$ cat config.mk
export PLATFORM = sky130hd
export DESIGN_NAME = rit_ram
export DESIGN_NICKNAME = d
export VERILOG_FILES = /design/src/rtl/core/rit_ram.sv
export SDC_FILE = /design/constraint.sdc
export NUM_CORES = 2
export LEC_CHECK = 0
export ABC_CLOCK_PERIOD_IN_PS = 3000
export BUFFER_PORTS_ARGS = -buffer_cell sky130_fd_sc_hd__buf_4
export CORE_MARGIN = 2
export CORE_UTILIZATION = 60
export DETAILED_ROUTE_END_ITERATION = 8
export GPL_ROUTABILITY_DRIVEN = 0
export PLACE_DENSITY = 0.81
export SYNTH_ARGS = -nofsm -noshare
export SYNTH_HDL_FRONTEND = slang
export SYNTH_SLANG_ARGS = --single-unit
$ cat constraint.sdc
create_clock -name clk -period 3 [get_ports clk]
set_input_delay 0.75 -clock clk [delete_from_list [all_inputs] [get_ports clk]]
set_output_delay 0.75 -clock clk [all_outputs]
set_load 0.03 [all_outputs]
$ cat src/rtl/core/rit_ram.sv
module rit_ram #(
  parameter int WIDTH = 8,
  parameter int DEPTH = 256
) (
  input  logic                     clk,
  input  logic                     we,
  input  logic [$clog2(DEPTH)-1:0] wr_addr,
  input  logic [WIDTH-1:0]         wr_data,
  input  logic [$clog2(DEPTH)-1:0] rd_addr,
  output logic [WIDTH-1:0]         rd_data
);

  logic [WIDTH-1:0] mem [DEPTH];

  always_ff @(posedge clk) begin
    if (we) begin
      mem[wr_addr] <= wr_data;
    end
    rd_data <= mem[rd_addr];
  end

endmodule

Word-level counts from Yosys, hierarchy flattened
Memories as Yosys holds them, arrays and structs flattened. A register that Yosys moved wholly into a read port is not among the register bits.
Index checks and enable logic that the tools add are counted.
{ "op_classes": {"n_mux": 2} }
{ "ops": {"columns": ["cell", "n"], "rows": [
  ["two-way mux 1 bit", 2]
]} }
{ "totals": {"register_bits": 0, "ram_bits": 2048, "input_bits": 26, "wordCells": 3, "memories": 1} }
{ "memory_table": {"columns": ["memory", "depth", "width", "read_ports", "rd_clocked_by_memory_dff", "write_ports", "line_no", "source"], "rows": [
  ["mem", 256, 8, 1, 1, 1, "13", "logic [WIDTH-1:0] mem [DEPTH];"]
]} }

Depth between registers and ports, before layout
{ "logic_depth": {"word_depth": 2, "ltp_mapped": 11, "ltp_nobuf": 6} }

Worst setup path before layout
Ideal clock, no wire load.
{ "synth_timing": {"kind": "input-to-reg", "from": "input rd_addr[0]", "to": "register rd_data[2] (read register of mem)", "setup_ps": 131, "t_arrival_ps": 2557, "required_time_ps": 2869, "slack_ps": 312, "cell_stages": 9, "path_buffers": 4, "cell_sequence": "buf_6 buf_12 buf_8 buf_2 mux4_2 a22oi_1 a21oi_1 nor4_1 nor4_2"} }
{ "synth_lines": {"columns": ["element", "line_no", "source"], "rows": [
  ["from (decl)", "9", "input logic [$clog2(DEPTH)-1:0] rd_addr,"],
  ["to (decl)", "10", "output logic [WIDTH-1:0] rd_data"]
]} }

==> flow_summary.json <==
{
  "syn-num-nets": 3759,
  "grt_first_pass_wirelength_mm": 303.4,
  "p_leak_nw": 29.94,
  "required_ns": 3.69,
  "final_cell_area_um2": 92440,
  "wl_per_cell_um": 33.38,
  "p_seq_share_pct": 53.6,
  "synth_seq_cells": 2056,
  "ys_seq_area_share_pct": 77.50,
  "netlist_area_um2": 79560,
  "worst_pin_slew_ns": 1.056,
  "ioPinCount": 34,
  "min_path_type": "input port to flip-flop",
  "clk_latency_ns": 0.85,
  "syn2layout_area_growth_pct": 16.19,
  "die_x_um": 368.1,
  "core-area_um2": 131500,
  "path_max_fanout": 16,
  "p_total_w": 0.05918,
  "synth.distinct_cells": 55,
  "dp_hpwl_mm": 128.5,
  "swShare_pct": 21.72,
  "synth-edff-count": 2048,
  "post-route-min-period_ns": 2.925,
  "drv_slew": 0,
  "gr-total-overflow": 0,
  "worst_setup_path_start_kind": "input port",
  "synthCells": 3733,
  "vdd_drop_max_v": 0.0006656,
  "grt.total_usage_pct": 31.21,
  "clock_sinks": 2056,
  "status": "finished clean",
  "crit_end": "rd_data[4]",
  "setup_viol": 0,
  "rsz0062_at_grt": "false",
  "clockBufferDepth": 3,
  "powerDensity_nw_per_um2": 640.3,
  "p_int_w": 0.04633,
  "avgSynthCellArea_um2": 21.31,
  "end_kind": "flip-flop",
  "final_hold_viol_count": 0,
  "finalWirelength_mm": 209.5,
  "via_count": 43260,
  "r2r-start": "mem[67][1]",
  "h-tree-depth": 4,
  "fmax_mhz": 341.8,
  "cts_tree": "built",
  "period_share_pct": 97.51,
  "nets": 4384,
  "io_buffers": 33,
  "worstReg2RegEnd": "rd_data[1]",
  "start_util_pct": 60.52,
  "p_comb_share_pct": 5.6,
  "drive_gt1_share_pct": 31.25,
  "ant_nets": 0,
  "route.detailed.drc": 0,
  "cap_violations": 0,
  "skew_ns": 0.05175,
  "placed_area_um2": 86190,
  "r2r_cells": 6,
  "rows": 133,
  "cts_buffers": 193,
  "criticalPathCategory": "input port to flip-flop",
  "r2r_slack_ns": 0.37,
  "pwr-share-clk_pct": 40.7,
  "cts_setup_buffers": 0,
  "setup.worst_path.start": "rd_addr[0]",
  "tns_ns": 0,
  "slew-limit-headroom_pct": 29.01,
  "ctsHoldBuffers": 0,
  "synth_warnings": 0,
  "die_area_um2": 135500,
  "cp.arrival_ns": 3.62,
  "drtPass1Iterations": 6,
  "vias_per_cell": 6.891,
  "grt_pass1_vias": 43740,
  "cts-root-buf": "clkbuf_16",
  "ys.flop_type": "edfxtp_1",
  "drt-initial-drc-count": 7735,
  "antenna_found_initial": 4,
  "fp.dieH_um": 368.1,
  "grt_max_degree": 83,
  "synthArstFlopShare_pct": 0,
  "switching_power_w": 0.01285,
  "clkSlewWorstSetupHoldPaths_ns": 0.06
}
==> power groups by stage <==
| stage | Combinational, W | Sequential [W] | Clock (W) |
|---|---|---|---|
| finish | 0.00334 | 0.0317 | 0.0241 |
| global route | 0.00344 | 0.0317 | 0.0252 |
| CTS | 0.00327 | 0.0317 | 0.0242 |
| detailed placement | 0.00321 | 0.0323 | 0 |
| global placement | 0.00311 | 0.0323 | 0 |
| floorplan | 0.00154 | 0.0323 | 0 |
==> critical path, cell delays in order <==
cell and delay (ns):
buf_8 0.14, buf_12 0.22, buf_12 0.19, buf_4 0.21, mux4_2 0.52, a22oi_1 0.38
a21oi_1 0.17, nor4_2 0.92, nor4_1 0.10
==> final cells by class <==
| type | instances | area, um2 |
|---|---|---|
| Antenna cell | 4 | 10.01 |
| Clock buffer | 246 | 5180 |
| Clock inverter | 109 | 1022 |
| Fill cell | 7249 | 39030 |
| Inverter | 2 | 7.507 |
| Multi-Input combinational cell | 1442 | 16520 |
| Sequential cell | 2056 | 61660 |
| Tap cell | 1755 | 2196 |
| Timing Repair Buffer | 663 | 5843 |
==> synth_stat cells (10+ instances only) <==
master	count	share of area [%]
o221ai_1	46	0.51
nand3_1	34	0.21
nand4_1	10	0.079
buf_8	13	0.25
o211ai_1	10	0.094
a211oi_1	16	0.15
a221oi_1	13	0.14
buf_6	21	0.30
a22oi_1	133	1.3
nor2_1	282	1.3
o21ai_0	10	0.063
a21oi_1	96	0.60
mux2i_1	134	1.7
mux4_2	454	13
nor3_1	22	0.14
buf_4	27	0.25
edfxtp_1	2048	77
nand2_1	33	0.16
o22ai_1	28	0.22
nor2b_1	31	0.24
nor4_1	24	0.19
buf_2	31	0.20
clkbuf_1	111	0.52
buf_1	22	0.10
==> what timing repair did <==
action	4_1_cts	5_1_grt
hold endpoints to repair	0	0
setup endpoints to repair	4	1
gates resized for setup	4	2
==> kinds of logic (layout without fill, tap and decap cells) <==
family                 after synthesis  count (layout)  synth area share, %
AO/OA/AOI/OAI                      385             385                3.419
other                                0               4                    0
buffers and inverters              235            1020                1.831
multiplexers                       591             591                14.62
flip-flops                        2056            2056                77.50
AND/OR/NAND/NOR                    466             466                2.628
==> metal layers <==
| layer | GRT usage [%] | wire length [um] |
|---|---|---|
| met5 | 0 | 22 |
| met4 | 13.83 | 10080 |
| met3 | 8.350 | 29530 |
| met2 | 48.75 | 100200 |
| met1 | 41.92 | 69730 |
==> worst min path at each step <==
stage	start	end	slack, ns	depth (start not counted)
global route	wr_data[2]	mem[226][2]	0.38	1
detailed placement	mem[32][5]	rd_data[5]	1.13	7
CTS	wr_data[2]	mem[226][2]	0.35	1
finish	wr_data[2]	mem[235][2]	0.39	1
floorplan	mem[40][3]	rd_data[3]	0.77	6
global placement	mem[32][5]	rd_data[5]	1.01	7
==> cell usage in the layout, fill, tap and decap left out, types with 28 or more instances in the layout <==
master     count
mux4_2       454
o22ai_1       28
buf_12        64
a21oi_1       96
clkinv_1      47
mux2i_1      134
nor2_1       279
a22oi_1      133
clkbuf_1      39
nand3_1       34
edfxtp_1    2048
nor2b_1       28
nand2_1       33
clkbuf_16    194
o221ai_1      46
buf_4        589
==> through the flow <==
stage / cells / utilization, % / hold WS (ns) / setup WS (ns)
6_report: 6277 / 70.31 / 0.3873 / 0.07467
4_1_cts: 6273 / 70.30 / 0.3494 / 0.04161
2_1_floorplan: 3733 / - / 0.7699 / 0.3121
3_3_place_gp: 5918 / 65.56 / 1.009 / -1.012
3_5_place_dp: 5918 / 65.56 / 1.126 / -1.003
5_1_grt: 6273 / 70.31 / 0.3768 / 0.007175
==> sequential cells by signal, indices dropped and copies added, names as in the netlist <==
signal and count:
rd_data 8, mem 2048
Note: power is estimated with default switching activity, not from simulation.
