## config.mk

```make
export PLATFORM = sky130hd
export DESIGN_NAME = rit_slot_unit
export DESIGN_NICKNAME = d
export VERILOG_FILES = /design/src/rtl/core/rit_pkg.sv /design/src/rtl/core/rit_slot_unit.sv
export SDC_FILE = /design/constraint.sdc
export NUM_CORES = 1
export LEC_CHECK = 0
export BUFFER_PORTS_ARGS = -buffer_cell sky130_fd_sc_hd__buf_2
export CAP_MARGIN = 0
export CORE_ASPECT_RATIO = 1.75
export CORE_MARGIN = 4
export CORE_UTILIZATION = 55
export DETAILED_ROUTE_END_ITERATION = 8
export PLACE_DENSITY = 0.87
export SLEW_MARGIN = 20
export SYNTH_ARGS = -nofsm -noshare
export SYNTH_HDL_FRONTEND = slang
export SYNTH_SLANG_ARGS = --single-unit
```

## constraint.sdc

```tcl
create_clock -name vclk -period 3.6
set_input_delay 0.18 -clock vclk [all_inputs]
set_output_delay 0.18 -clock vclk [all_outputs]
set_load 0.1 [all_outputs]
```

## src/rtl/core/rit_pkg.sv

```systemverilog
package rit_pkg;

  localparam int LEVELS          = 3;
  localparam int MAX_LEVEL_BITS  = 8;
  localparam int NODE_POOL       = 256;
  localparam int VERTEX_CAPACITY = 65536;

  localparam int CFG_REGS  = 3;
  localparam int CFG_W     = 4;
  localparam int CFG_IDX_W = 2;
  localparam int LB_W      = 4;
  localparam int ACT_W     = 2;
  localparam int ST_W      = 2;
  localparam int ID_W      = 24;
  localparam int TS_W      = 32;
  localparam int VTX_W     = 16;
  localparam int VCNT_W    = 17;
  localparam int NODE_W    = 8;
  localparam int NFN_W     = 9;
  localparam int SLOT_W    = MAX_LEVEL_BITS;
  localparam int ADDR_W    = NODE_W + SLOT_W;
  localparam int ENTRY_W   = VTX_W + 1;
  localparam int LVL_W     = 2;
  localparam int SHAMT_W   = 5;
  localparam int STORE_DEPTH = NODE_POOL << MAX_LEVEL_BITS;

  localparam logic [ACT_W-1:0] ACT_INSERT = 2'd1;
  localparam logic [ACT_W-1:0] ACT_DELETE = 2'd2;

  localparam logic [ST_W-1:0] ST_FOUND    = 2'd0;
  localparam logic [ST_W-1:0] ST_NOTFOUND = 2'd1;
  localparam logic [ST_W-1:0] ST_FULL     = 2'd2;

  localparam logic [CFG_IDX_W-1:0] CFG_LEVEL0 = 2'd0;
  localparam logic [CFG_IDX_W-1:0] CFG_LEVEL1 = 2'd1;
  localparam logic [CFG_IDX_W-1:0] CFG_LEVEL2 = 2'd2;

  typedef struct packed {
    logic [ID_W-1:0]    id;
    logic [SHAMT_W-1:0] shamt;
    logic [LB_W-1:0]    nbits;
  } slot_req_t;

  function automatic logic [LB_W-1:0] clamp_bits(input logic [CFG_W-1:0] v);
    logic [LB_W-1:0] b;
    if (v == '0) begin
      b = LB_W'(1);
    end else if (v > CFG_W'(MAX_LEVEL_BITS)) begin
      b = LB_W'(MAX_LEVEL_BITS);
    end else begin
      b = v;
    end
    return b;
  endfunction

endpackage

```

## src/rtl/core/rit_slot_unit.sv

```systemverilog
module rit_slot_unit (
  input  rit_pkg::slot_req_t           req,
  output logic [rit_pkg::SLOT_W-1:0]   slot
);
  import rit_pkg::*;

  logic [ID_W-1:0]   shifted;
  logic [SLOT_W-1:0] mask;

  always_comb begin
    shifted = req.id >> req.shamt;
    mask    = ~({SLOT_W{1'b1}} << req.nbits);
    slot    = shifted[SLOT_W-1:0] & mask;
  end

endmodule

```

# After elaboration in Yosys (flattened, before gate mapping)
# Index checks and enable logic that the tools add are counted.
# W data, S select, Z words.
# op_classes
addsub	0
mul	0
n_div	0
order_cmp	0
eq_ne	0
shift	2
n_mux	0
bitwise_logic	2
n_reduce_logical	0
# op_table
cell	count
$shr A24 B5 Y8	1
$and A8 B8 Y8	1
$not A8 Y8	1
$shl A8 B4 Y8 const A	1
# word_totals
register_bits	0
latchBits	0
ramBits	0
mem_bits_ro	0
input_bits	33
out_inout_bits	8
elab_cells	4
mem_count	0

# Logic depth before layout (Yosys ltp)
# Gate-level depths: netlist of run 1.
# logic_depth
word_depth	3
mapped_depth	7
depth_no_buf	4

# Worst setup path before layout of run 1
# Ideal clock, no wire load.
# synth_path
path_type	in2out
start	input req[5] (netlist name)
end	output slot[6] (netlist name)
arrival_time_ns	2.665
required_time_ns	3.420
slack_ns	0.755
stages	7
path_buffers	3
path_cell_list	buf_6 > buf_6 > buf_4 > nor2b_1 > a221oi_1 > o311ai_0 > a21oi_1
# synth_via
elab_chain_cells	2
# synth_rtl
element	line	source
start: declaration	rit_slot_unit.sv:2	input rit_pkg::slot_req_t req,
$shr A24 B5 Y8	rit_slot_unit.sv:11	shifted = req.id >> req.shamt;
$and A8 B8 Y8	rit_slot_unit.sv:13	slot = shifted[SLOT_W-1:0] & mask;
end: declaration	rit_slot_unit.sv:3	output logic [rit_pkg::SLOT_W-1:0] slot
# No other way between the ends.

# Final worst setup path of run 1
# layout_path
start	input req[5] (netlist name)
end	output slot[0] (netlist name)
# Same word-level chain as after synthesis.

==> impl_metrics.yaml, run 1 <==
status:
  status: "completed"
place:
  port_buffers: 41
  hpwl_um: 3170
  dpl_cell_area_um2: 1460
  gp_congestion: 0.975
drt:
  initialDrtViolationCount: 115
  routed_wl_um: 4040
  drc_errors: 0
  vias: 1416
  detail_route.wl_per_cell_um: 21.5
  firstDrtPassIters: 4
  antenna_left: 0
  via_per_inst: 7.53
setup_path:
  crit_arrival_ns: 2.31
  startpoint_type: "primary input"
  cp_max_fo: 35
  critPathCaptureType: "primary output"
  path_class: "primary input to primary output"
  required_ns: 3.42
timing:
  min_period_ns: 2.49
  tightest_slew_ns: 0.737
  report.final.slew_viol_count: 0
  fin_crit_sh: 0.691
  hold_viol: 0
  relSlewSlack: 0.509
  setup_tns_ns: 0
  fin_hold_ws_ns: 0.911
  fmax_mhz: 402
  rsz0062_at_grt: "false"
  setup_viol: 0
floorplan:
  fp.dieH_um: 72.7
  dieArea_um2: 3270
  initial_core_util: 0.572
  pin_count: 41
  rows: 23
  die_width_um: 45.0
  core_um2: 2300
global_route:
  grt_max_degree: 36
  grt_pass1_wl_um: 6550
  gr-usage-all-layers: 0.257
  grt_pass1_vias: 1322
  antenna_found_initial: 0
  gr-total-overflow: 0
synth:
  ys_types: 41
  syn_inst: 136
  syn_avg_cell_area_um2: 9.68
  synth_warnings: 0
  netlist_area_um2: 1320
  synth.yosys.seq_area_share: 0
  syn_nets: 169
layout:
  seq_cell_count: 0
  drive_above_1_share: 0.436
  clkbuf_count: 0
  mostFrequentLayoutCells: "41 x buf_2, 17 x mux2i_1, 17 x mux4_2, 9 x mux2_2"
  regArea_um2: 0
  syn2layout_area_growth_pct: 10.9
  fillers: 211
  final_area_um2: 1460
  multi_input_area_um2: 1210
  finalNetCount: 198
  diodes: 0
  final_common_cell: "buf_2"
power_and_ir_drop:
  power_density_nw_per_um2: 181
  leakage_nw: 0.602
  peakVddDrop_uv: 90.0
clock_tree:
  cts_hold_buf: 0
  post_cts_resized: 0
  post-cts-setup-buffers: 0
flow_run:
  drv_cap: 0
hold_path:
  min_path_type: "primary input to primary output"
==> cell type report <==
type,count,share of cell area
multi-input combinational,119,0.830
timing repair buffer,41,0.141
tap,25,0.0214
inverter,3,0.00771
==> path summary, 6_finish.rpt <==
| path | start | endpoint | slack, ns | depth (start not counted) |
|---|---|---|---|---|
| worst min-delay path | req[2] | slot[3] | 0.91 | 4 |
| worst max-delay path | req[5] | slot[0] | 1.11 | 6 |
==> metrics by stage <==
stage,util,cells,worst slack (ns),power (mW)
final,0.634,188,1.11,0.264
after global routing,0.634,188,0.988,0.279
after CTS,0.634,188,1.11,0.262
after detailed placement,0.634,188,1.10,0.261
after global placement,0.634,188,1.15,0.255
after floorplan,-,136,0.755,0.204
==> cell families (layout without fill, tap and decap cells) <==
logic type,after synthesis,in the layout,synth area share
muxes,47,47,0.577
and+or+nand+nor,41,41,0.170
AOI/OAI and AO/OA,31,31,0.174
buffers and inverters,17,44,0.0789
==> metal layers <==
| layer | wire, µm | share of wire | vias up | track usage |
|---|---|---|---|---|
| met5 | 0 | 0 | - | 0 |
| met4 | 96 | 0.024 | 0 | 0.0651 |
| met3 | 354 | 0.088 | 10 | 0.00741 |
| met2 | 2220 | 0.55 | 104 | 0.464 |
| met1 | 1370 | 0.34 | 669 | 0.324 |
| li1 | - | - | 633 | - |
==> report_power, final <==
| group | total, mW | leakage [nW] | internal (mW) | switching [mW] |
|---|---|---|---|---|
| sequential | 0 | 0 | 0 | 0 |
| clock | 0 | 0 | 0 | 0 |
| combinational | 0.264 | 0.602 | 0.0965 | 0.167 |
==> worst max-delay path: stages <==
cell and delay (ns):
buf_2 0.57, mux4_1 0.64, mux4_2 0.46, nand2b_1 0.08, a21oi_1 0.06, buf_2 0.30
==> cells in the mapped netlist (2+ instances only) <==
cell	n	area share
nand4_1	3	0.014
mux4_2	17	0.29
o32a_1	2	0.015
nor3b_1	3	0.017
nand2b_1	3	0.014
buf_2	5	0.019
nand2_1	7	0.020
o2111ai_1	2	0.013
nand3_1	5	0.019
a22oi_1	3	0.017
mux2i_1	17	0.13
mux4_1	4	0.080
clkbuf_1	4	0.011
o22ai_1	2	0.0095
nor3_1	3	0.011
a31oi_1	2	0.0095
mux2_2	9	0.077
a21oi_1	7	0.027
buf_6	4	0.034
or2_2	2	0.0095
nor2b_1	4	0.019
nor2_1	7	0.020
inv_1	2	0.0057
a32oi_1	2	0.013
Power figures use the tool's default switching activity.
==> inputs of run 2 (changes only) <==
--- a/config.mk
+++ b/config.mk
@@ -5,13 +5,13 @@
 export SDC_FILE = /design/constraint.sdc
 export NUM_CORES = 1
 export LEC_CHECK = 0
+export ABC_AREA = 1
 export BUFFER_PORTS_ARGS = -buffer_cell sky130_fd_sc_hd__buf_2
 export CAP_MARGIN = 0
-export CORE_ASPECT_RATIO = 1.75
 export CORE_MARGIN = 4
-export CORE_UTILIZATION = 55
+export CORE_UTILIZATION = 48
 export DETAILED_ROUTE_END_ITERATION = 8
-export PLACE_DENSITY = 0.87
+export PLACE_DENSITY = 0.84
 export SLEW_MARGIN = 20
 export SYNTH_ARGS = -nofsm -noshare
 export SYNTH_HDL_FRONTEND = slang
==> constraint.sdc (replaced) <==
create_clock -name vclk -period 2
set_input_delay 0.1 -clock vclk [all_inputs]
set_output_delay 0.1 -clock vclk [all_outputs]
set_load 0.1 [all_outputs]
==> run 2 against run 1 <==
Global-route usage down 2.7 points. Hold slack worse by 0.28 ns. Routed wire length down 19%. Critical path type unchanged. Cell area down 4.6%. Highest routed layer unchanged. Critical endpoint is now slot[6].
==> impl_metrics.yaml, run 2 <==
status:
  status: "completed"
layout:
  regArea_um2: 0
  seq_cell_count: 0
  finalNetCount: 300
  syn2layout_area_growth_pct: 30.6
  diodes: 0
  final_common_cell: "nand2_1"
  mostFrequentLayoutCells: "97 x nand2_1, 78 x nand3_1, 33 x buf_2, 16 x inv_1"
  layout.cells.non_filler: 292
  drive_above_1_share: 0.223
  clkbuf_count: 0
  final_area_um2: 1390
  fillers: 207
synth:
  ys_types: 19
  synth.yosys.seq_area_share: 0
  syn_inst: 233
  syn_nets: 266
  netlist_area_um2: 1070
  synth_warnings: 0
  synthDominantCellAreaShare: 0.366
  synth_top_cell_by_area: "nand3_1"
  synthTopCellsByArea: "nand3_1 37%, nand2_1 34%, a21oi_1 5.6%"
  ys_top_cells_by_count: "97 x nand2_1, 78 x nand3_1, 16 x inv_1, 12 x a21oi_1, 5 x buf_2"
  yosysMostFrequentCell: "nand2_1"
  syn_avg_cell_area_um2: 4.58
timing:
  setup_tns_ns: 0
  report.final.slew_viol_count: 0
  relSlewSlack: 0.726
  min_period_ns: 1.74
  rsz0062_at_grt: "false"
  fin_crit_sh: 0.869
  tightest_slew_ns: 0.410
  setup_viol: 0
  fmax_mhz: 575
  hold_viol: 0
power_and_ir_drop:
  power_density_nw_per_um2: 331
  p_total_mw: 0.461
  switching_share: 0.653
  p_int_mw: 0.160
  peakVddDrop_uv: 208
  power_frac_comb: 1.000
  pwr-share-clk: 0
  leakage_nw: 0.750
  power.switching_mw: 0.301
  power.share.sequential: 0
setup_path:
  path_class: "primary input to primary output"
  crit_arrival_ns: 1.64
  endpoint: "slot[6]"
  required_ns: 1.90
  critPathCaptureType: "primary output"
  startpoint: "req[5]"
  startpoint_type: "primary input"
  cp_max_fo: 27
drt:
  detail_route.wl_per_cell_um: 11.2
  routed_wl_um: 3280
  wl_met2_um: 1580
  via_per_inst: 5.69
  firstDrtPassIters: 4
  met1Wirelength_um: 1370
  antenna_left: 0
  drc_errors: 0
  initialDrtViolationCount: 83
  met3_length_um: 304
  vias: 1662
  top_layer: "met4"
floorplan:
  dieArea_um2: 3040
  fp.dieH_um: 55.1
  rows: 16
  initial_core_util: 0.522
  pin_count: 41
  core_um2: 2040
  die_width_um: 55.1
place:
  hpwl_um: 2720
  gp_congestion: 0.910
  dp_cells: 292
  dpl_cell_area_um2: 1390
  port_buffers: 41
flow_run:
  drv_cap: 0
clock_tree:
  cts_hold_buf: 0
  post-cts-setup-buffers: 0
  post_cts_resized: 0
global_route:
  antenna_found_initial: 0
  grt_pass1_vias: 1371
  gr-total-overflow: 0
  gr-usage-all-layers: 0.230
  grt_pass1_wl_um: 5500
  grt_max_degree: 28
hold_path:
  worstHoldPathCells: 4
  min_path_type: "primary input to primary output"
-- run 2: worst min path at each step --
stage / endpoint / from / slack, ns
6_report: slot[7] / req[3] / 0.63
5_1_grt: slot[7] / req[3] / 0.65
4_1_cts: slot[7] / req[3] / 0.62
3_5_place_dp: slot[7] / req[3] / 0.62
3_3_place_gp: slot[7] / req[3] / 0.60
2_1_floorplan: slot[7] / req[3] / 0.45
-- run 2: layout make-up --
class	instances	area, µm²	area share
Multi-Input combinational cell	202	935	0.671
Timing Repair Buffer	44	348	0.250
Inverter	19	76.3	0.0548
Tap cell	27	33.8	0.0243
-- run 2: power by group through the flow --
stage	sequential [mW]	clock, mW	combinational (mW)
3_5_place_dp	0	0	0.457
5_1_grt	0	0	0.501
2_1_floorplan	0	0	0.319
6_report	0	0	0.461
3_3_place_gp	0	0	0.449
4_1_cts	0	0	0.458
-- run 2: critical path, stage by stage --
cell and delay (ns):
buf_2 0.33, inv_2 0.28, nand3_1 0.21, nand3_1 0.09, nand2_1 0.08, inv_1 0.04, nand2_1 0.06, nand2_1 0.07
a21oi_2 0.18, buf_12 0.19
-- run 2: cells by family after synthesis --
logic type,after synthesis,share of synthesized area
buffers and inverters,31,0.151
AND/OR/NAND/NOR,186,0.766
AO/OA/AOI/OAI,16,0.0822
-- run 2: per-layer routing --
layer,vias to the layer above,track usage
met4,0,0.0324
met3,4,0.0107
met2,89,0.419
met1,727,0.302
met5,-,0
li1,842,-
-- run 2: metrics by stage --
step                setup slack [ns]  hold slack (ns)  utilization
floorplan                      0.198            0.447            -
global placement               0.361            0.599        0.682
detailed placement             0.313            0.623        0.682
CTS                            0.317            0.623        0.682
global route                  0.0797            0.649        0.682
finish                         0.261            0.626        0.682
==> inputs of run 3 (changes only) <==
--- a/config.mk
+++ b/config.mk
@@ -9,9 +9,9 @@
 export BUFFER_PORTS_ARGS = -buffer_cell sky130_fd_sc_hd__buf_2
 export CAP_MARGIN = 0
 export CORE_MARGIN = 4
-export CORE_UTILIZATION = 48
+export CORE_UTILIZATION = 53
 export DETAILED_ROUTE_END_ITERATION = 8
-export PLACE_DENSITY = 0.84
+export PLACE_DENSITY = 0.88
 export SLEW_MARGIN = 20
 export SYNTH_ARGS = -nofsm -noshare
 export SYNTH_HDL_FRONTEND = slang
==> constraint.sdc (replaced) <==
create_clock -name vclk -period 1.7
set_input_delay 0.085 -clock vclk [all_inputs]
set_output_delay 0.085 -clock vclk [all_outputs]
set_load 0.1 [all_outputs]
==> run 3 against run 2 <==
Sequential share of layout area unchanged. Via count is 0.36% lower. Largest cell class unchanged. Total power is 23% higher. Highest routed layer unchanged.
==> impl_metrics.yaml, run 3 (synthesis gave the netlist of run 2 again) <==
status:
  status: "completed"
place:
  port_buffers: 41
  gp_congestion: 0.974
  dpl_cell_area_um2: 1440
  hpwl_um: 2800
  dp_cells: 290
setup_path:
  worst_path_most_repeated_cell: "nand2_1"
  startpoint_type: "primary input"
  cpPeakStageDelay_ns: 0.28
  required_ns: 1.62
  cpMaxStageDelayCell: "nor2_2"
  cp_cell_sequence: "buf_2, inv_1, nor2_2, nand3_1, nand2_1, inv_1, nand2_1, nand2_1, a21oi_4, buf_12"
  crit_buf_inv: 4
  critPathCaptureType: "primary output"
  cp_max_fo: 11
  path_class: "primary input to primary output"
  cp_top_family: "simple AND/OR/NAND/NOR gates"
  crit_arrival_ns: 1.47
layout:
  diodes: 0
  final_common_cell: "nand2_1"
  clkbuf_count: 0
  regArea_um2: 0
  syn2layout_area_growth_pct: 35.7
  layout.cells.non_filler: 290
  drive_above_1_share: 0.223
  mostFrequentLayoutCells: "97 x nand2_1, 78 x nand3_1, 33 x buf_2, 16 x inv_1, 8 x buf_12"
  final_area_um2: 1450
  seq_cell_count: 0
  finalNetCount: 300
drt:
  initialDrtViolationCount: 95
  drc_errors: 0
  via_per_inst: 5.71
  firstDrtPassIters: 5
  detail_route.wl_per_cell_um: 11.8
  antenna_left: 0
  vias: 1656
  routed_wl_um: 3420
floorplan:
  fp.dieH_um: 52.9
  rows: 15
  initial_core_util: 0.586
  die_width_um: 52.9
  core_um2: 1820
  pin_count: 41
  dieArea_um2: 2790
global_route:
  gr-usage-all-layers: 0.247
  grt_max_degree: 28
  grt_pass1_vias: 1356
  grt_pass1_wl_um: 5530
  gr-total-overflow: 0
  antenna_found_initial: 0
power_and_ir_drop:
  peakVddDrop_uv: 270
  power.share.sequential: 0
  leakage_nw: 0.758
  pwr-share-clk: 0
  switching_share: 0.651
  power_frac_comb: 1.000
  power_density_nw_per_um2: 391
  power.switching_mw: 0.368
  p_int_mw: 0.197
timing:
  tightest_slew_ns: 0.428
  rsz0062_at_grt: "false"
  setup_viol: 0
  relSlewSlack: 0.714
  min_period_ns: 1.56
  fin_crit_sh: 0.918
  hold_viol: 0
  report.final.slew_viol_count: 0
  fmax_mhz: 641
hold_path:
  min_path_type: "primary input to primary output"
flow_run:
  drv_cap: 0
clock_tree:
  post-cts-setup-buffers: 0
## run 3: changes by cell type in the layout (fill, tap and decap cells not counted)
| cell | change |
|---|---|
| a21oi_2 | -7 |
| a21oi_4 | +7 |
| buf_4 | -1 |
| buf_6 | +1 |
## run 3: timing repair
| action | 4_1_cts | 5_1_grt |
|---|---|---|
| gates resized for setup | 0 | 1 |
| endpoints found under the setup margin | 0 | 1 |
| hold buffers | 0 | 0 |
## run 3: final timing paths
check             cells after the start      end  slack [ns]   start
setup / recovery                     10  slot[7]        0.14  req[6]
hold / removal                        4  slot[7]        0.62  req[3]
## run 3: metal layers
layer  track usage  part of all wire  vias up
met5             0                 0        -
met1         0.298              0.39      722
met4        0.0426             0.014        0
met2         0.479              0.51       86
met3       0.00563             0.082        8
li1              -                 -      840
## run 3: stage by stage
| step | setup TNS (ns) | setup WS, ns | hold slack (ns) | total power, mW | util |
|---|---|---|---|---|---|
| 2_1_floorplan | -0.0709 | -0.0709 | 0.383 | 0.394 | - |
| 3_3_place_gp | 0 | 0.202 | 0.605 | 0.550 | 0.792 |
| 3_5_place_dp | 0 | 0.166 | 0.612 | 0.559 | 0.792 |
| 4_1_cts | 0 | 0.163 | 0.618 | 0.560 | 0.792 |
| 5_1_grt | 0 | 0.0256 | 0.652 | 0.608 | 0.795 |
| 6_report | 0 | 0.140 | 0.615 | 0.565 | 0.795 |
## run 3: cell type report
type,count,area (µm²)
fillers,166,374
multi-input cells,202,987
well taps,25,31.3
repair buffers,44,352
inverters,19,76.3
## run 3: power by group through the flow
stage / registers [mW] / clock network (mW) / logic (mW)
finish: 0 / 0 / 0.565
floorplan: 0 / 0 / 0.394
CTS: 0 / 0 / 0.560
global placement: 0 / 0 / 0.550
global route: 0 / 0 / 0.608
detailed placement: 0 / 0 / 0.559
