--- config.mk ---
export PLATFORM = sky130hd
export DESIGN_NAME = rit_ctrl
export DESIGN_NICKNAME = d
export VERILOG_FILES = /design/src/rtl/core/rit_pkg.sv /design/src/rtl/core/rit_ctrl.sv
export SDC_FILE = /design/constraint.sdc
export NUM_CORES = 1
export LEC_CHECK = 0
export BUFFER_PORTS_ARGS = -buffer_cell sky130_fd_sc_hd__buf_2
export CORE_MARGIN = 1.5
export CORE_UTILIZATION = 43
export DETAILED_ROUTE_END_ITERATION = 16
export PLACE_DENSITY = 0.71
export REMOVE_ABC_BUFFERS = 1
export SYNTH_ARGS = -nofsm -noshare
export SYNTH_HDL_FRONTEND = slang
export SYNTH_SLANG_ARGS = --single-unit
--- constraint.sdc ---
create_clock -name clk -period 7 [get_ports clk]
set_clock_uncertainty 0.1 [all_clocks]
set_input_delay 0.35 -clock clk [delete_from_list [all_inputs] [get_ports clk]]
set_output_delay 0.35 -clock clk [all_outputs]
set_load 0.01 [all_outputs]
--- src/rtl/core/rit_pkg.sv ---
package rit_pkg;

  localparam int LEVELS          = 3;
  localparam int MAX_LEVEL_BITS  = 8;
  localparam int NODE_POOL       = 256;
  localparam int VERTEX_CAPACITY = 65536;

  localparam int CFG_REGS  = 3;
  localparam int CFG_W     = 4;
  localparam int CFG_IDX_W = 2;
  localparam int LB_W      = 4;
  localparam int ACT_W     = 2;
  localparam int ST_W      = 2;
  localparam int ID_W      = 24;
  localparam int TS_W      = 32;
  localparam int VTX_W     = 16;
  localparam int VCNT_W    = 17;
  localparam int NODE_W    = 8;
  localparam int NFN_W     = 9;
  localparam int SLOT_W    = MAX_LEVEL_BITS;
  localparam int ADDR_W    = NODE_W + SLOT_W;
  localparam int ENTRY_W   = VTX_W + 1;
  localparam int LVL_W     = 2;
  localparam int SHAMT_W   = 5;
  localparam int STORE_DEPTH = NODE_POOL << MAX_LEVEL_BITS;

  localparam logic [ACT_W-1:0] ACT_INSERT = 2'd1;
  localparam logic [ACT_W-1:0] ACT_DELETE = 2'd2;

  localparam logic [ST_W-1:0] ST_FOUND    = 2'd0;
  localparam logic [ST_W-1:0] ST_NOTFOUND = 2'd1;
  localparam logic [ST_W-1:0] ST_FULL     = 2'd2;

  localparam logic [CFG_IDX_W-1:0] CFG_LEVEL0 = 2'd0;
  localparam logic [CFG_IDX_W-1:0] CFG_LEVEL1 = 2'd1;
  localparam logic [CFG_IDX_W-1:0] CFG_LEVEL2 = 2'd2;

  typedef struct packed {
    logic [ID_W-1:0]    id;
    logic [SHAMT_W-1:0] shamt;
    logic [LB_W-1:0]    nbits;
  } slot_req_t;

  function automatic logic [LB_W-1:0] clamp_bits(input logic [CFG_W-1:0] v);
    logic [LB_W-1:0] b;
    if (v == '0) begin
      b = LB_W'(1);
    end else if (v > CFG_W'(MAX_LEVEL_BITS)) begin
      b = LB_W'(MAX_LEVEL_BITS);
    end else begin
      b = v;
    end
    return b;
  endfunction

endpackage

--- src/rtl/core/rit_ctrl.sv ---
module rit_ctrl (
  input  logic                           clk,
  input  logic                           rst_n,
  input  logic                           start,
  output logic                           busy,
  input  logic [rit_pkg::ACT_W-1:0]      in_action,
  input  logic [rit_pkg::ID_W-1:0]       in_vertex_id,
  input  logic [rit_pkg::TS_W-1:0]       in_timestamp,
  output logic                           out_valid,
  output logic [rit_pkg::ST_W-1:0]       out_status,
  output logic [rit_pkg::VTX_W-1:0]      out_vertex_index,
  output logic                           out_created,
  output logic [rit_pkg::TS_W-1:0]       out_deletion_time,
  input  logic                           cfg_we,
  input  logic [rit_pkg::CFG_IDX_W-1:0]  cfg_index,
  input  logic [rit_pkg::CFG_W-1:0]      cfg_wdata,
  output rit_pkg::slot_req_t             slot_req,
  input  logic [rit_pkg::SLOT_W-1:0]     slot,
  output logic                           node_we,
  output logic [rit_pkg::ADDR_W-1:0]     node_wr_addr,
  output logic [rit_pkg::ENTRY_W-1:0]    node_wr_data,
  output logic [rit_pkg::ADDR_W-1:0]     node_rd_addr,
  input  logic [rit_pkg::ENTRY_W-1:0]    node_rd_data,
  output logic                           dt_we,
  output logic [rit_pkg::VTX_W-1:0]      dt_wr_addr,
  output logic [rit_pkg::TS_W-1:0]       dt_wr_data,
  output logic [rit_pkg::VTX_W-1:0]      dt_rd_addr,
  input  logic [rit_pkg::TS_W-1:0]       dt_rd_data
);
  import rit_pkg::*;

  typedef enum logic [2:0] {
    S_CLEAR,
    S_IDLE,
    S_READ,
    S_CHECK,
    S_INSERT,
    S_DTREAD
  } state_t;

  state_t             state_r, state_nxt;
  logic [ADDR_W-1:0]  clr_r, clr_nxt;
  logic [CFG_W-1:0]   level_r [CFG_REGS];
  logic [ACT_W-1:0]   act_r, act_nxt;
  logic [ID_W-1:0]    id_r, id_nxt;
  logic [TS_W-1:0]    ts_r, ts_nxt;
  logic [NODE_W-1:0]  cur_r, cur_nxt;
  logic [LVL_W-1:0]   lvl_r, lvl_nxt;
  logic [NFN_W-1:0]   nfn_r, nfn_nxt;
  logic [VCNT_W-1:0]  vcnt_r, vcnt_nxt;
  logic               out_valid_r, out_valid_nxt;
  logic [ST_W-1:0]    out_status_r, out_status_nxt;
  logic [VTX_W-1:0]   out_index_r, out_index_nxt;
  logic               out_created_r, out_created_nxt;
  logic [TS_W-1:0]    out_dtime_r, out_dtime_nxt;

  logic [LB_W-1:0]    lvl_bits [LEVELS];
  logic [SHAMT_W-1:0] shamt;
  logic [NFN_W:0]     nfn_need;
  logic               full;

  always_comb begin
    for (int j = 0; j < LEVELS; j++) begin
      lvl_bits[j] = clamp_bits(level_r[(j < CFG_REGS - 1) ? j : CFG_REGS - 1]);
    end
    shamt = '0;
    for (int j = 0; j < LEVELS; j++) begin
      if (LVL_W'(j) > lvl_r) begin
        shamt = shamt + SHAMT_W'(lvl_bits[j]);
      end
    end
    slot_req.id    = id_r;
    slot_req.shamt = shamt;
    slot_req.nbits = lvl_bits[lvl_r];
  end

  always_comb begin
    nfn_need = {1'b0, nfn_r} + (NFN_W+1)'(LEVELS - 1) - (NFN_W+1)'(lvl_r);
    full     = (nfn_need > (NFN_W+1)'(NODE_POOL)) ||
               (vcnt_r >= VCNT_W'(VERTEX_CAPACITY));
  end

  always_comb begin
    state_nxt       = state_r;
    clr_nxt         = clr_r;
    act_nxt         = act_r;
    id_nxt          = id_r;
    ts_nxt          = ts_r;
    cur_nxt         = cur_r;
    lvl_nxt         = lvl_r;
    nfn_nxt         = nfn_r;
    vcnt_nxt        = vcnt_r;
    out_valid_nxt   = 1'b0;
    out_status_nxt  = out_status_r;
    out_index_nxt   = out_index_r;
    out_created_nxt = out_created_r;
    out_dtime_nxt   = out_dtime_r;
    node_we         = 1'b0;
    node_wr_addr    = {cur_r, slot};
    node_wr_data    = '0;
    node_rd_addr    = {cur_r, slot};
    dt_we           = 1'b0;
    dt_wr_addr      = vcnt_r[VTX_W-1:0];
    dt_wr_data      = '0;
    dt_rd_addr      = node_rd_data[VTX_W-1:0];

    unique case (state_r)
      S_CLEAR: begin
        node_we      = 1'b1;
        node_wr_addr = clr_r;
        clr_nxt      = clr_r + 1'b1;
        if (clr_r == '1) begin
          state_nxt = S_IDLE;
        end
      end
      S_IDLE: begin
        if (start) begin
          act_nxt   = in_action;
          id_nxt    = in_vertex_id;
          ts_nxt    = in_timestamp;
          cur_nxt   = '0;
          lvl_nxt   = '0;
          state_nxt = S_READ;
        end
      end
      S_READ: begin
        state_nxt = S_CHECK;
      end
      S_CHECK: begin
        if (!node_rd_data[ENTRY_W-1]) begin
          if (act_r == ACT_INSERT) begin
            if (full) begin
              out_valid_nxt   = 1'b1;
              out_status_nxt  = ST_FULL;
              out_index_nxt   = '0;
              out_created_nxt = 1'b0;
              out_dtime_nxt   = '0;
              state_nxt       = S_IDLE;
            end else begin
              state_nxt = S_INSERT;
            end
          end else begin
            out_valid_nxt   = 1'b1;
            out_status_nxt  = ST_NOTFOUND;
            out_index_nxt   = '0;
            out_created_nxt = 1'b0;
            out_dtime_nxt   = '0;
            state_nxt       = S_IDLE;
          end
        end else if (lvl_r != LVL_W'(LEVELS - 1)) begin
          cur_nxt   = node_rd_data[NODE_W-1:0];
          lvl_nxt   = lvl_r + 1'b1;
          state_nxt = S_READ;
        end else begin
          out_index_nxt   = node_rd_data[VTX_W-1:0];
          out_status_nxt  = ST_FOUND;
          out_created_nxt = 1'b0;
          if (act_r == ACT_DELETE) begin
            dt_we         = 1'b1;
            dt_wr_addr    = node_rd_data[VTX_W-1:0];
            dt_wr_data    = ts_r;
            out_dtime_nxt = ts_r;
            out_valid_nxt = 1'b1;
            state_nxt     = S_IDLE;
          end else begin
            state_nxt = S_DTREAD;
          end
        end
      end
      S_INSERT: begin
        node_we = 1'b1;
        if (lvl_r != LVL_W'(LEVELS - 1)) begin
          node_wr_data = {1'b1, {(VTX_W-NODE_W){1'b0}}, nfn_r[NODE_W-1:0]};
          cur_nxt      = nfn_r[NODE_W-1:0];
          nfn_nxt      = nfn_r + 1'b1;
          lvl_nxt      = lvl_r + 1'b1;
        end else begin
          node_wr_data    = {1'b1, vcnt_r[VTX_W-1:0]};
          dt_we           = 1'b1;
          vcnt_nxt        = vcnt_r + 1'b1;
          out_valid_nxt   = 1'b1;
          out_status_nxt  = ST_FOUND;
          out_index_nxt   = vcnt_r[VTX_W-1:0];
          out_created_nxt = 1'b1;
          out_dtime_nxt   = '0;
          state_nxt       = S_IDLE;
        end
      end
      S_DTREAD: begin
        out_valid_nxt = 1'b1;
        out_dtime_nxt = dt_rd_data;
        state_nxt     = S_IDLE;
      end
      default: begin
        state_nxt = S_IDLE;
      end
    endcase
  end

  always_ff @(posedge clk) begin
    if (!rst_n) begin
      state_r     <= S_CLEAR;
      clr_r       <= '0;
      nfn_r       <= NFN_W'(1);
      vcnt_r      <= '0;
      out_valid_r <= 1'b0;
      level_r[0]  <= CFG_W'(MAX_LEVEL_BITS);
      level_r[1]  <= CFG_W'(MAX_LEVEL_BITS);
      level_r[2]  <= CFG_W'(MAX_LEVEL_BITS);
    end else begin
      state_r     <= state_nxt;
      clr_r       <= clr_nxt;
      nfn_r       <= nfn_nxt;
      vcnt_r      <= vcnt_nxt;
      out_valid_r <= out_valid_nxt;
      if (cfg_we) begin
        unique case (cfg_index)
          CFG_LEVEL0: level_r[0] <= cfg_wdata;
          CFG_LEVEL1: level_r[1] <= cfg_wdata;
          CFG_LEVEL2: level_r[2] <= cfg_wdata;
          default: begin
          end
        endcase
      end
    end
    act_r         <= act_nxt;
    id_r          <= id_nxt;
    ts_r          <= ts_nxt;
    cur_r         <= cur_nxt;
    lvl_r         <= lvl_nxt;
    out_status_r  <= out_status_nxt;
    out_index_r   <= out_index_nxt;
    out_created_r <= out_created_nxt;
    out_dtime_r   <= out_dtime_nxt;
  end

  assign busy              = (state_r != S_IDLE);
  assign out_valid         = out_valid_r;
  assign out_status        = out_status_r;
  assign out_vertex_index  = out_index_r;
  assign out_created       = out_created_r;
  assign out_deletion_time = out_dtime_r;

endmodule

# Word level (Yosys, flattened, before mapping)
# Memories as Yosys holds them, arrays and structs flattened.
# Index checks and enable logic that the tools add are counted.
[totals]
register_bits = 165
ramBits = 12
output_inout_bits = 201
n_memories = 1
[mem_list]
columns = ["memory", "depth", "word_bits", "read_ports", "rd_clocked_by_memory_dff", "write_ports", "line_no", "text"]
rows = [
  ["level_r", 3, 4, 3, 0, 3, "rit_ctrl.sv:43", "logic [CFG_W-1:0] level_r [CFG_REGS];"],
]
[classes]
addsub = 8
order_cmp = 9
eq_ne = 21
muxes = 91
bitwise_logic = 5
n_reduce_logical = 19
[ops]
columns = ["cell", "count"]
rows = [
  ["2-to-1 mux 32 bit", 10],
  ["2-to-1 mux 16 bit", 11],
  ["case mux 32 bit (3 select lines)", 1],
  ["2-to-1 mux 4 bit", 12],
  ["2-to-1 mux 8 bit", 4],
  ["case mux 16 bit (2 select lines)", 1],
  ["2-to-1 mux 1 bit", 26],
  ["2-to-1 mux 3 bit", 8],
  ["case mux 8 bit (3 select lines)", 1],
  ["adder 17 x 1 -> 17 bit (second input constant)", 1],
  ["greater-or-equal comparator 17 bit (second input constant)", 1],
  ["2-to-1 mux 17 bit", 1],
  ["adder 16 x 1 -> 16 bit (second input constant)", 1],
  ["equality test 16 bit (second input constant)", 1],
  ["case mux 3 bit (5 select lines)", 1],
  ["2-to-1 mux 2 bit", 7],
  ["!= test 2 bit (second input constant)", 7],
  ["> comparator 4 bit (second input constant)", 3],
  ["logical NOT 4 bit", 3],
  ["adder 5 x 4 -> 5 bit", 2],
  ["adder 9 x 2 -> 10 bit (second input constant)", 1],
  ["> comparator 10 x 9 -> 1 bit (second input constant)", 1],
  ["2-to-1 mux 5 bit", 2],
  ["AND reduction 5 bit", 2],
  ["31 further kinds", 45],
]

# Longest topological paths before layout
# Gate-level depths: netlist (run 1).
# An unclocked memory read counts as a cell.
[depth]
word_depth = 9
ltp_mapped = 11
mapped_depth_nobuf = 11

# Worst setup path after synthesis (run 1)
# OpenSTA, ideal clock, no wires.
[synth_path]
path_type = "reg2reg"
startpoint = "register lvl_r[1]"
endpoint = "register out_dtime_r[0], in the netlist out_deletion_time[0] (enable)"
setup_time_ns = 0.425
arrival_ns = 3.776
t_required_ns = 6.475
slack_ns = 2.699
stages_incl_launch_ff = 11
cell_sequence = "edfxtp_1 ha_1 inv_1 ha_1 fa_1 a21oi_1 o22ai_1 o41a_1 xnor2_1 a211oi_2 nor2b_1"
[synth_between]
elab_chain_cells = 5
[synth_lines]
columns = ["element", "line_no", "text"]
rows = [
  ["from (decl)", "rit_ctrl.sv:48", "logic [LVL_W-1:0] lvl_r, lvl_nxt;"],
  ["from (signal assigned)", "rit_ctrl.sv:230", "lvl_r <= lvl_nxt;"],
  ["subtractor 10 x 2 -> 10 bit", "rit_ctrl.sv:78", "nfn_need = {1'b0, nfn_r} + (NFN_W+1)'(LEVELS - 1) - (NFN_W+1)'(lvl_r);"],
  ["> comparator 10 x 9 -> 1 bit", "rit_ctrl.sv:79", "full = (nfn_need > (NFN_W+1)'(NODE_POOL)) ||"],
  ["logical OR 1 bit", "rit_ctrl.sv:79", ""],
  ["!= test 4 bit (no line)", "--", ""],
  ["AND reduction 5 bit (no line) (*)", "--", ""],
  ["to (signal assigned)", "rit_ctrl.sv:234", "out_dtime_r <= out_dtime_nxt;"],
  ["to (decl)", "rit_ctrl.sv:55", "logic [TS_W-1:0] out_dtime_r, out_dtime_nxt;"],
]
# Every way passes the cells marked *; elsewhere a longest branch is shown, timed or not.
# A chain may end at the register's enable or synchronous reset.

# Worst setup path after layout (run 1)
[layout_path]
startpoint = "register state_r[1]"
endpoint = "output dt_wr_data[8] in the netlist's numbering"
[layout_between]
elab_chain_cells = 2
[layout_lines]
columns = ["element", "line_no", "text"]
rows = [
  ["from (decl)", "rit_ctrl.sv:41", "state_t state_r, state_nxt;"],
  ["from (signal assigned)", "rit_ctrl.sv:211", "state_r <= state_nxt;"],
  ["equality test 3 x 2 -> 1 bit", "rit_ctrl.sv:107", "unique case (state_r)"],
  ["2-to-1 mux 32 bit", "rit_ctrl.sv:107", ""],
  ["to (decl)", "rit_ctrl.sv:26", "output logic [rit_pkg::TS_W-1:0] dt_wr_data,"],
]
# No other way between the ends.

==> results of run 1 <==
## critical path: cells and delay by family (launching register included)
kind,cells,cell delay (ns)
DFF,1,0.55
buffers and inverters,2,0.56
and+or+nand+nor,5,2.13
## cell families (layout without fill, tap and decap cells)
group / Yosys count / count (layout) / share of synthesized area (%)
buffers and inverters: 93 / 445 / 5.09
DFF: 177 / 177 / 55.0
xor gates and xnor gates: 37 / 37 / 3.67
adders and majority gates: 27 / 27 / 4.00
other: 0 / 1 / 0
AOI/OAI and AO/OA: 128 / 128 / 9.91
muxes: 30 / 30 / 3.66
and+or+nand+nor: 328 / 328 / 18.6
## synthesized netlist by cell type, types with 2 or more instances
| cell | number |
|---|---|
| edfxtp_1 | 131 |
| nand2_1 | 131 |
| and2_1 | 81 |
| dfxtp_1 | 46 |
| o21ai_0 | 46 |
| clkbuf_1 | 37 |
| nor2_1 | 34 |
| xnor2_1 | 33 |
| a22o_1 | 32 |
| buf_4 | 25 |
| ha_1 | 25 |
| inv_1 | 24 |
| nand3_1 | 22 |
| mux2_2 | 18 |
| a21oi_1 | 17 |
| mux2i_1 | 12 |
| nor2b_1 | 12 |
| nor3_1 | 10 |
| nand4_1 | 8 |
| or3_1 | 7 |
| a21boi_0 | 6 |
| buf_2 | 5 |
| nand2b_1 | 5 |
| a21boi_1 | 4 |
| and3_1 | 4 |
| xor2_1 | 4 |
| a211oi_1 | 3 |
| o211ai_1 | 3 |
| a21o_1 | 2 |
| fa_1 | 2 |
| o311a_1 | 2 |
| o32a_1 | 2 |
## metal layers
layer  GRT usage, %  routed length, um  share of wire (%)  vias to the layer above
li1               -                  -                  -                     3531
met1           28.6              10200                 41                     3435
met2           40.1              12500                 50                      324
met3           4.69               1570                6.3                       44
met4           7.93                576                2.3                        0
met5              0                  0                  0                        -
## final cells by class
| class | count | area, um^2 | share of cell area, % |
|---|---|---|---|
| clock buffer | 17 | 425 | 3.64 |
| multi-input combinational | 550 | 3560 | 30.5 |
| sequential | 177 | 4850 | 41.5 |
| clock inverter | 14 | 163 | 1.39 |
| timing repair buffer | 389 | 2250 | 19.3 |
| antenna | 1 | 2.50 | 0.0214 |
| tap | 270 | 338 | 2.89 |
| inverter | 25 | 93.8 | 0.803 |
## flip-flops by register name, summed over array words and instances, names as in the netlist, 2 cells and up
| register | cells |
|---|---|
| out_status | 2 |
| level_r | 12 |
| state_r | 3 |
| ts_r | 32 |
| id_r | 24 |
| out_vertex_index | 16 |
| vcnt_r | 17 |
| act_r | 2 |
| clr_r | 16 |
| lvl_r | 2 |
| out_deletion_time | 32 |
| cur_r | 8 |
| nfn_r | 9 |
## per-stage QoR
step | total power [mW] | setup WS (ns)
6_report | 2.22 | 2.88
5_1_grt | 2.29 | 2.55
4_1_cts | 2.24 | 2.92
3_5_place_dp | 1.28 | 2.95
3_3_place_gp | 1.27 | 3.06
2_1_floorplan | 1.20 | 2.57
## power breakdown
| group | total, mW | switching (mW) | internal (mW) |
|---|---|---|---|
| logic | 0.146 | 0.0678 | 0.0786 |
| clock network | 0.935 | 0.455 | 0.479 |
| registers | 1.14 | 0.00649 | 1.13 |
## final timing paths
path	depth (start not counted)	from	end	slack [ns]
min	2	dt_rd_data[22]	out_deletion_time[22]	0.12
max reg2reg	10	lvl_r[1]	out_vertex_index[15]	2.93
max	7	state_r[1]	dt_wr_data[8]	2.88
min reg2reg	2	clr_r[1]	clr_r[1]	0.41
## timing repair
action                                  4_1_cts  5_1_grt
setup buffers                                 0        0
hold endpoints to repair                     58        0
hold buffers                                 58        0
endpoints found under the setup margin        0        0
==> results.tsv, run 1 <==
metric	value	unit
status	finished, final reports clean	
synth_warnings	0	
design.portCount	326	
cts_sinks	177	
clock_tree.root_cell	clkbuf_16	
synth-async-reset-ratio	0	%
synth-edff-count	131	
fin_util	58.0	%
final_common_cell	buf_2	
finalNetCount	1312	
synthTopCellsByArea	edfxtp_1, dfxtp_1, and2_1, nand2_1, ha_1	
synth_cells	820	
hpwlAfterDp	18100	um
tritoncts	built	
report.final.slew_viol_count	0	
max_slew.worst_pin.slew	1.22	ns
grt_pass1_vias	7093	
slew_headroom	18.4	%
antenna_left	0	
synth_top_area_share	44.6	%
viasPerCell	5.08	
syn-cell-area	0.00882	mm^2
drive_above_1_share	33.7	%
dp_cells	1353	
rsz0062_at_grt	false	
min_period_over_period	58.9	%
critical_path_arrival	3.67	ns
yosysSeqAreaShare	55.0	%
cts_resized	0	
critPathMaxStageDelay	0.84	ns
setup_violations	0	
setup-tns-final	0	ns
final_area	0.0117	mm^2
start_util	43.7	%
drc_errors	0	
grt_overflow	0	
grt_pass1_wl	38300	um
ir_drop	0.000182	V
syn_to_final_growth	32.5	%
wl_per_cell	17.2	um
synth_top_area_cell	edfxtp_1	
cts_buffers	17	
grt_max_degree	50	
synthDistinctLibCells	59	
critPathLaunchType	register	
critical_path_class	register to output port	
fp.dieH	146	um
fillers	1762	
endpoint_kind	output port	
synth_ff_type	edfxtp_1	
vias	7334	
gp_congestion	0.931	
io_buffers	325	
p_leak	5.05	nW
cellPowerDensity	190	mW/mm^2
core-area	0.0202	mm^2
layout_common_cells	buf_2, nand2_1, edfxtp_1	
die_w	146	um
cts.path.max_buffers	2	
hold_viol	0	
cap_violations	0	
clk_pin_slew	0.07	ns
avgSynthCellArea	10.8	um^2
dpl_cell_area	0.0105	mm^2
wirelength	24900	um
insertion_delay	0.43	ns
drt_iter0_markers	425	
layout.cells.non_filler	1443	
max_freq	0.243	GHz
whs	0.116	ns
ys_ff_latch	177	
cts_max_level	4	
rows	52	
antenna_found_initial	1	
finalCriticalPeriod	4.12	ns
slowest_stage	nor3b_4	
cp_max_fo	32	
required	6.55	ns
drt_first_pass_iters	5	
min-delay-path-class	input pin to register	
die-area	0.0214	mm^2
grt_util_all_layers	23.1	%
cp_cell_sequence	nand2_1 -> nor2_1 -> nand3_1 -> nor3b_4 -> buf_4 -> and2_1 -> buf_2	
(Power assumes the default switching activity.)
==> run 2, diff against run 1 <==
==> constraint.sdc (replaced) <==
create_clock -name clk -period 4.1 [get_ports clk]
set_clock_uncertainty 0.1 [all_clocks]
set_input_delay 0.205 -clock clk [delete_from_list [all_inputs] [get_ports clk]]
set_output_delay 0.205 -clock clk [all_outputs]
set_load 0.01 [all_outputs]
==> run 2 against run 1 <==
Net effect: highest routed layer unchanged; critical path depth grew 4; final area increased by 3.3%; die area stayed put; critical path type is now register to register; first-iteration DRC count rose by 5.9%; critical endpoint is now out_deletion_time[11].
==> results.tsv, run 2 (synthesized netlist as in run 1, its figures left out) <==
metric	value	unit	change
fp.dieH	146	um	unchanged
drc_errors	0		unchanged
hold_end	level_r[0][9]		was out_deletion_time[22]
r2r_cells	11		was 10
r2r_setup_slack	0.25	ns	was 2.93 ns
status	finished, final reports clean		unchanged
clkPwrFrac	42.1	%	was 42.2%
viasPerCell	5.02		was 5.08
cts_resized	0		unchanged
critical_path_class	register to register		was register to output port
insertion_delay	0.43	ns	about the same
grt_max_degree	59		was 50
clock_tree.root_cell	clkbuf_16		unchanged
grt_overflow	0		unchanged
required	4.06	ns	was 6.55 ns
die_w	146	um	unchanged
p_int	2.90	mW	was 1.69 mW
cts_max_level	4		unchanged
n_antenna_cell	0		was 1
cp_max_fo	32		unchanged
drive_above_1_share	33.2	%	was 33.7%
tritoncts	built		unchanged
drt_first_pass_iters	5		unchanged
max_freq	0.260	GHz	
antenna_left	0		unchanged
slew_headroom	33.1	%	was 18.4%
cts.path.max_buffers	2		unchanged
comb_power_share	7.2	%	was 6.6%
antenna_found_initial	0		was 1
wirelength	25000	um	was 24,900 um
io_buffers	325		unchanged
ir_drop	0.000272	V	was 0.000182 V
layout_common_cells	buf_2, nand2_1, edfxtp_1		unchanged
cap_violations	0		unchanged
power_frac_seq	50.7	%	was 51.2%
hold-path-cell-count	2		unchanged
cts_sinks	177		unchanged
finalNetCount	1351		was 1,312
cellPowerDensity	317	mW/mm^2	was 190 mW/mm^2
syn_to_final_growth	36.9	%	was 32.5%
critPathLaunchType	register		unchanged
sw_frac_of_total	24.1	%	was 23.9%
setup_violations	0		unchanged
dp_cells	1359		was 1,353
design.portCount	326		unchanged
min_period_over_period	93.9	%	
start_util	43.7	%	unchanged
endpoint_kind	register		was output port
hpwlAfterDp	17700	um	was 18,100 um
min-delay-start	cfg_wdata[1]		was dt_rd_data[22]
max_slew.worst_pin.slew	0.995	ns	was 1.22 ns
cts_buffers	17		unchanged
gp_congestion	0.940		was 0.931
vias	7441		was 7,334
r2r-start	nfn_r[1]		was lvl_r[1]
critical_path_arrival	3.81	ns	was 3.67 ns
rows	52		unchanged
clk_pin_slew	0.07	ns	about the same
min-delay-path-class	input pin to register		unchanged
grt_util_all_layers	23.5	%	was 23.1%
fillers	1659		was 1,762
grt_pass1_vias	7049		was 7,093
die-area	0.0214	mm^2	unchanged
wl_per_cell	16.9	um	was 17.2 um
grt_pass1_wl	38900	um	was 38,300 um
core-area	0.0202	mm^2	unchanged
report.final.slew_viol_count	0		unchanged
totalPowerFinal	3.82	mW	was 2.22 mW
r2r-end	out_deletion_time[11]		was out_vertex_index[15]
drt_iter0_markers	450		was 425
final_common_cell	buf_2		unchanged
finalCriticalPeriod	3.85	ns	
layout.cells.non_filler	1482		was 1,443
p_leak	5.23	nW	was 5.05 nW
hold_viol	0		unchanged
p_sw	921	uW	was 530 uW
rsz0062_at_grt	false		unchanged
[run 2: metrics by stage]
stage | hold WS (ns) | utilization [%] | TNS [ns] | area (um^2) | worst slack (ns)
2_1_floorplan | 0.167 | - | -14.62 | 8470 | -0.331
3_3_place_gp | 0.282 | 52.4 | 0 | 10600 | 0.330
3_5_place_dp | 0.283 | 52.4 | 0 | 10600 | 0.185
4_1_cts | 0.00516 | 59.8 | 0 | 12100 | 0.200
5_1_grt | 0.0221 | 59.9 | 0 | 12100 | 0.0189
6_report | 0.0312 | 59.9 | 0 | 12100 | 0.250
[run 2: worst max-delay path: stages, from the launching register on]
cell      delay [ns]
dfxtp_1         0.40
inv_1           0.08
ha_1            0.28
inv_1           0.04
ha_1            0.22
fa_1            0.41
a21oi_1         0.31
o22ai_1         0.17
o41a_1          0.41
xnor2_1         0.19
a211oi_2        0.11
nor2b_4         0.74
[run 2: timing repair]
action | CTS | global route
hold endpoints to repair | 92 | 0
setup endpoints to repair | 0 | 17
hold buffers | 90 | 0
setup buffers | 0 | 1
[run 2: how the worst max path moves through the flow]
stage             start                    end  slack (ns)  depth (start not counted)
2_1_floorplan  lvl_r[1]   out_deletion_time[0]       -0.33                         10
3_3_place_gp   nfn_r[1]    out_vertex_index[2]        0.33                         11
3_5_place_dp   nfn_r[1]    out_vertex_index[2]        0.18                         11
4_1_cts        nfn_r[1]            out_created        0.20                         11
5_1_grt        nfn_r[1]  out_deletion_time[11]        0.02                         11
6_report       nfn_r[1]  out_deletion_time[11]        0.25                         11
[run 2: routing by layer]
metal | track usage (%) | part of all wire, %
met5 | 0 | 0
met4 | 9.80 | 3.0
met3 | 4.53 | 5.6
met2 | 40.0 | 50
met1 | 29.2 | 42
[run 2: area by class of cell]
type	count	area, um^2	share of cell area [%]
Sequential cell	177	4850	40.2
Multi-Input combinational cell	550	3560	29.5
Timing Repair Buffer	428	2640	21.8
Clock buffer	18	429	3.55
Tap cell	270	338	2.80
Clock inverter	14	161	1.34
Inverter	25	93.8	0.777
[run 2: power by group through the flow]
stage / clock network, mW / registers (mW) / logic, mW
floorplan: 0 / 1.97 / 0.0742
global placement: 0 / 1.98 / 0.195
detailed placement: 0 / 1.98 / 0.201
CTS: 1.63 / 1.94 / 0.275
global route: 1.71 / 1.94 / 0.299
finish: 1.61 / 1.94 / 0.276
==> run 3, diff against run 2 <==
--- a/config.mk
+++ b/config.mk
@@ -9,7 +9,7 @@
 export CORE_MARGIN = 1.5
 export CORE_UTILIZATION = 43
 export DETAILED_ROUTE_END_ITERATION = 16
-export PLACE_DENSITY = 0.71
+export PLACE_DENSITY_LB_ADDON = 0.1
 export REMOVE_ABC_BUFFERS = 1
 export SYNTH_ARGS = -nofsm -noshare
 export SYNTH_HDL_FRONTEND = slang
==> run 3 against run 2 <==
Net effect: non-clock buffer count fell by 1; sequential power about the same; count of clock-buffer cells in the layout did not move; flip-flop and latch count unchanged; register-to-register slack better by 0.07 ns; via count decreased by 1.4%; worst hold slack lost 0.014 ns; core utilization increased by 0.093 points; critical path depth unchanged.
==> results.tsv, run 3 (synthesized netlist as in run 1, its figures left out) <==
metric	value	unit	change
status	finished, final reports clean		unchanged
finalCriticalPeriod	3.78	ns	was 3.85 ns
finalNetCount	1350		was 1,351
slowest_stage	nor2b_4		unchanged
p_sw	850	uW	was 921 uW
comb_power_share	6.7	%	was 7.2%
cp_max_fo	32		unchanged
drt_first_pass_iters	4		was 5
dpl_cell_area	0.0106	mm^2	about the same
critPathLaunchType	register		unchanged
hold_buffers	90		unchanged
hold_viol	0		unchanged
sw_frac_of_total	21.4	%	was 24.1%
die-area	0.0214	mm^2	unchanged
wl_per_cell	16.1	um	was 16.9 um
endpoint	out_deletion_time[30]		was out_deletion_time[11]
start_util	43.7	%	unchanged
insertion_delay	0.42	ns	was 0.43 ns
fin_util	60.0	%	was 59.9%
cap_violations	0		unchanged
met1_usage	26.3	%	was 29.2%
final_area	0.0121	mm^2	about the same
die_w	146	um	unchanged
vias	7339		was 7,441
p_int	3.11	mW	was 2.90 mW
endpoint_kind	register		unchanged
final_common_cell	buf_2		unchanged
n_antenna_cell	0		unchanged
critical_path_arrival	3.72	ns	was 3.81 ns
viasPerCell	4.96		was 5.02
use_met3	4.91	%	was 4.53%
grt_max_degree	51		was 59
cts_buffers	17		unchanged
layout_common_cells	buf_2, nand2_1, edfxtp_1		unchanged
wirelength	23800	um	was 25,000 um
setup_violations	0		unchanged
grt_busiest_layer	met2		unchanged
grt_util_all_layers	21.9	%	was 23.5%
grt_overflow	0		unchanged
drive_above_1_share	33.1	%	was 33.2%
cts.path.max_buffers	2		unchanged
drt_iter0_markers	308		was 450
min_period_over_period	92.1	%	was 93.9%
worst_path_dominant_cell_family	compound AO/OA/AOI/OAI gates		unchanged
clock_tree.root_cell	clkbuf_16		unchanged
required	4.04	ns	was 4.06 ns
syn_to_final_growth	37.1	%	was 36.9%
min-delay-path-class	input pin to register		unchanged
grtUsageMet2	38.3	%	was 40.0%
p_leak	5.24	nW	was 5.23 nW
r2r_setup_slack	0.32	ns	was 0.25 ns
rsz0062_at_grt	false		unchanged
rows	52		unchanged
core-area	0.0202	mm^2	unchanged
fp.dieH	146	um	unchanged
cts_resized	0		unchanged
max_slew.worst_pin.slew	0.917	ns	was 0.995 ns
ir_drop	0.000251	V	was 0.000272 V
clkPwrFrac	44.4	%	was 42.1%
report.final.slew_viol_count	0		unchanged
tritoncts	built		unchanged
grt_pass1_wl	36700	um	was 38,900 um
path_buf_inv	2		unchanged
cts_max_level	4		unchanged
slew_headroom	38.7	%	was 33.1%
antenna_found_initial	0		unchanged
cp_cell_sequence	inv_1 -> ha_1 -> inv_1 -> ha_1 -> fa_1 -> a21oi_1 -> o22ai_1 -> o41a_1 -> xnor2_1 -> a211oi_2 -> nor2b_4		unchanged
cts_setup_buffers	0		unchanged
grt_pass1_vias	7146		was 7,049
drc_errors	0		unchanged
startpoint	nfn_r[1]		unchanged
clk_pin_slew	0.07	ns	about the same
max_freq	0.265	GHz	was 0.260 GHz
r2r-start	nfn_r[1]		unchanged
hpwlAfterDp	16400	um	was 17,700 um
cellPowerDensity	328	mW/mm^2	was 317 mW/mm^2
design.portCount	326		unchanged
path_depth	11		unchanged
cts_sinks	177		unchanged
r2r-end	out_deletion_time[30]		was out_deletion_time[11]
antenna_left	0		unchanged
r2r_cells	11		unchanged
gp_congestion	0.840		was 0.940
power_frac_seq	48.9	%	was 50.7%
critical_path_class	register to register		unchanged
critPathMaxStageDelay	0.74	ns	about the same
io_buffers	325		unchanged
-- run 3: cell types whose count changed in the layout (fill, tap and decap cells not counted) --
| cell | before | now |
|---|---|---|
| clkinv_4 | 2 | 0 |
| inv_8 | 4 | 2 |
| bufinv_16 | 0 | 4 |
| buf_4 | 12 | 11 |
| clkinv_2 | 0 | 2 |
| a211oi_4 | 1 | 0 |
| clkinv_8 | 4 | 0 |
| a211oi_2 | 1 | 2 |
| inv_6 | 3 | 4 |
-- run 3: layer usage --
layer	vias up	part of all wire [%]
li1	3602	-
met3	26	6.4
met5	-	0
met2	285	49
met1	3426	42
met4	0	2.1
-- run 3: worst register-to-register path: stages (launching register included) --
cell and delay, ns:
dfxtp_1 0.39, inv_1 0.10, ha_1 0.28, inv_1 0.04, ha_1 0.21, fa_1 0.40, a21oi_1 0.26, o22ai_1 0.15
o41a_1 0.41, xnor2_1 0.20, a211oi_2 0.11, nor2b_4 0.74
-- run 3: per-stage QoR --
stage / hold WS, ns / worst slack (ns) / total power [mW] / TNS, ns / std cells
final: 0.0167 / 0.322 / 3.96 / 0 / 1480
after global routing: 0.0357 / 0.0407 / 4.08 / 0 / 1480
after detailed placement: 0.283 / 0.311 / 2.18 / 0 / 1359
after global placement: 0.281 / 0.324 / 2.17 / 0 / 1359
after floorplan: 0.167 / -0.331 / 2.05 / -14.62 / 752
after CTS: 0.00200 / 0.290 / 4.00 / 0 / 1480
-- run 3: power by group through the flow --
| stage | Sequential, mW | Combinational, mW | Clock [mW] |
|---|---|---|---|
| after floorplan | 1.97 | 0.0742 | 0 |
| after CTS | 1.94 | 0.265 | 1.79 |
| after global placement | 1.98 | 0.195 | 0 |
| after global routing | 1.94 | 0.289 | 1.85 |
| after detailed placement | 1.98 | 0.198 | 0 |
| final | 1.94 | 0.267 | 1.76 |
-- run 3: area by class of cell --
| class | instances | area [um^2] |
|---|---|---|
| inverter | 25 | 93.8 |
| clock inverter | 13 | 195 |
| clock buffer | 18 | 429 |
| fill | 1729 | 8080 |
| timing repair buffer | 427 | 2630 |
| tap | 270 | 338 |
| multi-input combinational | 550 | 3550 |
| sequential | 177 | 4850 |
-- run 3: worst min-delay path by stage --
stage	start	end	depth (start not counted)
6_report	node_rd_data[6]	cur_r[6]	3
5_1_grt	cfg_wdata[3]	level_r[0][3]	2
4_1_cts	node_rd_data[6]	cur_r[6]	3
3_5_place_dp	in_vertex_id[7]	id_r[7]	1
3_3_place_gp	in_timestamp[24]	ts_r[24]	1
2_1_floorplan	rst_n	nfn_r[0]	1
